<file path="src/rbn_pkg.sv">
// Package for the anti-aliased ribbon pixel shader.
// Holds request/response structs, register indexes, pixel roles and widths.
// No dependencies.
package rbn_pkg;

    localparam int COORD_W         = 19;
    localparam int COLOR_W         = 24;
    localparam int PIX_W           = 11;
    localparam int RGB565_W        = 16;
    localparam int QUO_W           = 16;
    localparam int CFG_IDX_W       = 3;
    localparam int SCREEN_WIDTH    = 480;
    localparam int SCREEN_HEIGHT   = 272;
    localparam int COORD_FRAC_BITS = 8;

    localparam logic [CFG_IDX_W-1:0] REG_START_X   = 3'd0;
    localparam logic [CFG_IDX_W-1:0] REG_END_X     = 3'd1;
    localparam logic [CFG_IDX_W-1:0] REG_START_TOP = 3'd2;
    localparam logic [CFG_IDX_W-1:0] REG_START_BOT = 3'd3;
    localparam logic [CFG_IDX_W-1:0] REG_END_TOP   = 3'd4;
    localparam logic [CFG_IDX_W-1:0] REG_END_BOT   = 3'd5;
    localparam logic [CFG_IDX_W-1:0] REG_START_COL = 3'd6;
    localparam logic [CFG_IDX_W-1:0] REG_END_COL   = 3'd7;

    localparam logic [COLOR_W-1:0] COLOR_RESET = 24'hFFFFFF;

    typedef enum logic [1:0] {
        ROLE_OUT  = 2'd0,
        ROLE_TOP  = 2'd1,
        ROLE_FILL = 2'd2,
        ROLE_BOT  = 2'd3
    } t_role;

    typedef struct packed {
        logic [PIX_W-1:0]    pixel_x;
        logic [PIX_W-1:0]    pixel_y;
        logic [RGB565_W-1:0] background_pixel;
    } t_in_req;

    typedef struct packed {
        logic [RGB565_W-1:0] new_pixel;
        logic                write_enable;
        logic [1:0]          pixel_role;
    } t_out_req;

    // Per-pixel context that rides along the pipeline.
    typedef struct packed {
        logic [PIX_W-1:0]    y;
        logic [RGB565_W-1:0] bg;
        logic                in_span;
        logic                t_zero;
        logic                t_one;
    } t_ctx;

endpackage

</file>
<file path="src/rbn_div_stage.sv">
// One registered stage of the restoring divider: two quotient bits per stage.
// Depends on rbn_pkg for the quotient width.
module rbn_div_stage #(
    parameter int DW = rbn_pkg::COORD_W
) (
    input  logic                     i_clk,
    input  logic                     i_en,
    input  logic [DW-1:0]            i_rem,
    input  logic [rbn_pkg::QUO_W-1:0] i_quo,
    input  logic [DW-1:0]            i_div,
    output logic [DW-1:0]            o_rem,
    output logic [rbn_pkg::QUO_W-1:0] o_quo
);
    logic [DW:0]   r2a, r2b;
    logic [DW-1:0] ra, rb;
    logic          ba, bb;
    logic [DW-1:0] r_rem;
    logic [rbn_pkg::QUO_W-1:0] r_quo;

    // The remainder stays below the divisor, so each difference fits DW bits.
    always_comb begin
        r2a = {i_rem, 1'b0};
        ba  = r2a >= {1'b0, i_div};
        ra  = ba ? DW'(r2a - {1'b0, i_div}) : DW'(r2a);
        r2b = {ra, 1'b0};
        bb  = r2b >= {1'b0, i_div};
        rb  = bb ? DW'(r2b - {1'b0, i_div}) : DW'(r2b);
    end

    always_ff @(posedge i_clk) begin
        if (i_en) begin
            r_rem <= rb;
            r_quo <= {i_quo[rbn_pkg::QUO_W-3:0], ba, bb};
        end
    end

    assign o_rem = r_rem;
    assign o_quo = r_quo;
endmodule

</file>
<file path="config.mk">
export PLATFORM = sky130hd
export DESIGN_NAME = rbn_div_stage
export DESIGN_NICKNAME = d
export VERILOG_FILES = /design/src/rbn_pkg.sv /design/src/rbn_div_stage.sv
export SDC_FILE = /design/constraint.sdc
export NUM_CORES = 1
export LEC_CHECK = 0
export BUFFER_PORTS_ARGS = -buffer_cell sky130_fd_sc_hd__buf_2
export CAP_MARGIN = 20
export CORE_UTILIZATION = 45
export DETAILED_ROUTE_END_ITERATION = 8
export PLACE_DENSITY = 0.72
export REMOVE_ABC_BUFFERS = 1
export SLEW_MARGIN = 20
export SYNTH_ARGS = -nofsm -noshare
export SYNTH_HDL_FRONTEND = slang
export SYNTH_SLANG_ARGS = --single-unit
</file>
<file path="constraint.sdc">
create_clock -name i_clk -period 7.5 [get_ports i_clk]
set_input_delay 0.75 -clock i_clk [delete_from_list [all_inputs] [get_ports i_clk]]
set_output_delay 0.75 -clock i_clk [all_outputs]
set_load 0.1 [all_outputs]
</file>
Word level (Yosys, flattened, before mapping):

Cells that the tools add are included.

* order comparisons: 2
* muxes and demuxes: 2
* add/subtract/negate cells: 2

Operators with widths (number)
* $ge A20 B19 Y1: 2
* $mux W19: 2
* $sub A19 B19 Y19: 2

* word-level logic and storage cells: 9
* flip-flop bits (word level): 35

Longest topological paths before layout:

* word-level depth: 4
* gate-level depth with buffers: 24

Worst setup path after synthesis:

Ideal clock, no wire load.

* path kind: input -> register
* start: input i_div[0]
* end: register r_rem[14], in the netlist o_rem[14], data pin
* data arrival time: 5063 ps
* setup slack: 2177 ps
* setup time: 260 ps
* stages on the path: 23
* cell sequence: inv_1 -> fa_1 -> a211oi_2 -> o21ai_1 -> nand3_2 -> a21oi_2 -> or4b_4 -> buf_6 -> nand2_4 -> inv_4 -> buf_6 -> mux2_4 -> ha_1 -> a21oi_1 -> a31oi_1 -> o211ai_1 -> o21ai_1 -> a21oi_1 -> o21a_1 -> o21a_1 -> inv_2 -> buf_6 -> mux2_2

* word-level cells in the longest chain between the ends: 4
* elaborated cells between the ends (all ways): 6
* classes of those cells: 2 x add/sub; 2 x order compare; 2 x mux

Ends and longest elaborated chain
* from (decl): line rbn_div_stage.sv:10 `input logic [DW-1:0] i_div,`
* $ge A20 B19 Y1: line rbn_div_stage.sv:23 `ba = r2a >= {1'b0, i_div};`
* via ba: line rbn_div_stage.sv:16 `logic ba, bb;`
* $mux W19: line rbn_div_stage.sv:24 `ra = ba ? DW'(r2a - {1'b0, i_div}) : DW'(r2a);`
* $ge A20 B19 Y1: line rbn_div_stage.sv:26 `bb = r2b >= {1'b0, i_div};`
* via bb: line rbn_div_stage.sv:16
* $mux W19: line rbn_div_stage.sv:27 `rb = bb ? DW'(r2b - {1'b0, i_div}) : DW'(r2b);`
* via rb[14]: line rbn_div_stage.sv:15 `logic [DW-1:0] ra, rb;`
* to (signal assigned): line rbn_div_stage.sv:32 `r_rem <= rb;`
* to (decl): line rbn_div_stage.sv:17 `logic [DW-1:0] r_rem;`

The timed path passes the listed nets, and every way through them passes these cells.
A chain may end at the register's enable or synchronous reset.

Final worst setup path:

* start: input i_div[0]
* end: register r_rem[13], in the netlist o_rem[13], data pin

* word-level cells in the longest chain between the ends: 4
* elaborated cells between the ends (all ways): 6
* classes of those cells: 2 x add/sub; 2 x order compare; 2 x mux

Ends and longest elaborated chain (line)
* $sub A19 B19 Y19 / $ge A20 B19 Y1 (equally long branches): rbn_div_stage.sv:24, rbn_div_stage.sv:23
* $mux W19: rbn_div_stage.sv:24
* $sub A19 B19 Y19 / $ge A20 B19 Y1 (equally long branches): rbn_div_stage.sv:27, rbn_div_stage.sv:26
* $mux W19 (*): rbn_div_stage.sv:27
* via rb[13]: rbn_div_stage.sv:15

The timed path passes the listed nets; every way through them passes the cells marked *.

==> reports/qor.yml <==
ys_seq_area_share_pct: 30.4
end_kind: "register"
cts_made_buffers: 5
areaGrowthSynthToFinish_pct: 17.5
power.density_nw_per_um2: 287
ys_top_cells_by_area: "edfxtp_1 30%, ha_1 13%, mux2_2 4.2%, a21oi_1 3.9%, xnor2_1 3.8%"
finalSetupViolCount: 0
slew_violations: 0
fmax_mhz: 172
synth_seq_cells: 35
hpwl_um: 6160
hold_viol_final: 0
synth_xor_area_share_pct: 5.31
synthFlopType: "edfxtp_1"
grt_usage_pct: 20.2
cts_hold_buf: 0
ant_nets: 0
viasPerCell: 5.46
top_layer: "met4"
drc: 0
critPathArrivalTime_ns: 5.85
status: "completed"
worstHoldPathType: "primary input to register"
leakagePower_nw: 1.87
slew_headroom_pct: 46.2
grt_pass1_vias: 2862
num_io_pins: 91
antenna_found_initial: 0
synth_top_family_by_area: "compound AO/OA/AOI/OAI gates"
synth-adder-area-share_pct: 14.0
peakVddDrop_v: 0.000157
cts_tree: "done"
synth_warnings: 0
p_clk_share_pct: 11.2
drt_iter0_drc: 183
synth_cell_types: 60
drt_wl_total_um: 7880
cap_viol_max_count: 0
yosys.area_share.simple_pct: 14.8
rows: 31
start_util_pct: 47.2
worstSetupStartpointType: "primary input"
synth.top_cell.area_share_pct: 30.4
routedWlPerCell_um: 14.0
yosysTopAreaCell: "edfxtp_1"
nets: 559
avgSynthCellArea_um2: 9.23
dpl_worst_slack_ns: 1.42
ctsLongestPathBuffers: 2
rsz0062_at_grt: "no"
antenna_cells: 0
worst_pin_slew_ns: 0.807
m1WireLength_um: 3590
grt_pass1_wl_um: 12600
cts_root_buf: "clkbuf_8"
critPathKind: "primary input to register"
wl_met3_um: 388
clk_pin_slew_ns: 0.08
die_width_um: 89.7
switching_power_mw: 0.611
synth_edf_count: 35
drt_pre_antenna_iters: 4
fin_crit_sh_pct: 77.7
setup_tns_ns: 0
dr_total_vias: 3082
p_sw_share_pct: 52.4
async_reset_ff_share_pct: 0
clock_sinks: 35
synthesis.area_um2: 3460
netlist_instances: 375
synth_compound_area_share_pct: 20.5
worst_slack_ns: 1.67
wl_met2_um: 3780
postCtsResizedCells: 0
worst-path-max-fanout: 18
worst_ep_required_time_ns: 7.52
cts_setup_buffers: 0
synth_mux_area_share_pct: 9.94
die_height_um: 89.7
combPwrFrac_pct: 64.5
dieArea_um2: 8050
fin_crit_ns: 5.83
seq_power_share_pct: 24.3
htree_levels: 2
drive_gt1_share_pct: 27.3
overflow: 0
grt_max_degree: 36
portBuffers: 88
gp_congestion: 0.930
p_int_mw: 0.555
core_um2: 7330
-- synthesized netlist by cell type, types with 7 or more instances --
cell and number:
nand2b_1 8, a21oi_1 27, xnor2_1 15, nor3_1 7
edfxtp_1 35, mux2_2 13, nor2_1 34, o21ai_0 17
inv_1 33, mux2i_1 7, a21o_1 7, o21a_1 13
ha_1 37, nand2_1 22
-- per-layer routing --
layer / vias up / GRT usage [%]
li1: 1562 / -
met1: 1430 / 26.0
met2: 82 / 35.0
met5: - / 0
met4: 0 / 7.22
met3: 8 / 2.10
-- logic make-up after synthesis --
| logic type | Yosys count |
|---|---|
| AO/OA/AOI/OAI | 107 |
| AND/OR/NAND/NOR | 103 |
| buffers and inverters | 41 |
| adder cells (fa/ha/maj) | 38 |
| flip-flops | 35 |
| multiplexers | 30 |
| XOR/XNOR | 21 |
-- worst max-delay path, stage by stage --
cell and delay (ns):
buf_2 0.14, inv_1 0.10, fa_1 0.48, a211oi_2 0.28, o21ai_1 0.14, nand3_2 0.11, a21oi_2 0.09, or4b_4 0.62
nand2_4 0.14, inv_4 0.11, mux2_4 0.32, ha_1 0.34, a21oi_1 0.12, a31oi_1 0.18, o211ai_1 0.16, o21ai_1 0.31
a21oi_1 0.18, o21a_1 0.27, o21a_1 0.24, inv_2 0.37, mux2_1 0.38
-- path summary, 6_finish.rpt --
path	from	endpoint	slack [ns]	depth (start not counted)
worst max-delay path	i_div[0]	o_rem[13]	1.67	21
worst min-delay path	i_quo[4]	o_quo[6]	0.64	1
-- registers in the layout (all words and copies together), names as in the netlist --
| name | cells |
|---|---|
| o_rem | 19 |
| o_quo | 16 |
-- layout make-up --
type                    count  area [um^2]
clock buffers               5         68.8
clock inverters             2         8.76
fillers                   691         3270
inverters                  35          134
multi-input cells         299         2230
flip-flops and latches     35         1050
well taps                  99          124
repair buffers             89          448
-- through the flow --
stage          utilization [%]  hold WS, ns  cell area, um^2  total power, mW  cells
6_report                  55.5        0.636             4070             1.17    564
5_1_grt                   55.5        0.624             4070             1.23    564
4_1_cts                   55.5        0.630             4070             1.17    564
3_5_place_dp              54.4        0.928             3990             1.03    557
3_3_place_gp              54.4        0.926             3990             1.02    557
2_1_floorplan                -        0.849             3420            0.912    369
-- power groups by stage --
| stage | registers (mW) | clock network, mW | logic (mW) |
|---|---|---|---|
| finish | 0.283 | 0.131 | 0.752 |
| floorplan | 0.596 | 0 | 0.316 |
| global placement | 0.287 | 0 | 0.735 |
| detailed placement | 0.288 | 0 | 0.746 |
| CTS | 0.284 | 0.137 | 0.749 |
| global route | 0.288 | 0.145 | 0.802 |
-- cells in the final DEF (no fill, tap or decap), drive strengths merged, types with 3 or more instances in the layout --
master / instances
o211ai: 3
xnor2: 15
nand2b: 8
edfxtp: 35
nand3: 6
a21oi: 29
inv: 35
nor2b: 6
ha: 37
a211oi: 6
mux2i: 7
mux2: 23
a31oi: 4
a21o: 7
or3: 4
buf: 89
o21a: 13
nand4: 3
o21ai: 20
nor2: 35
xor2: 6
a21boi: 6
nand2: 23
nor3: 7
clkbuf: 5
or2: 4
Note: power is estimated with default switching activity, not from simulation.
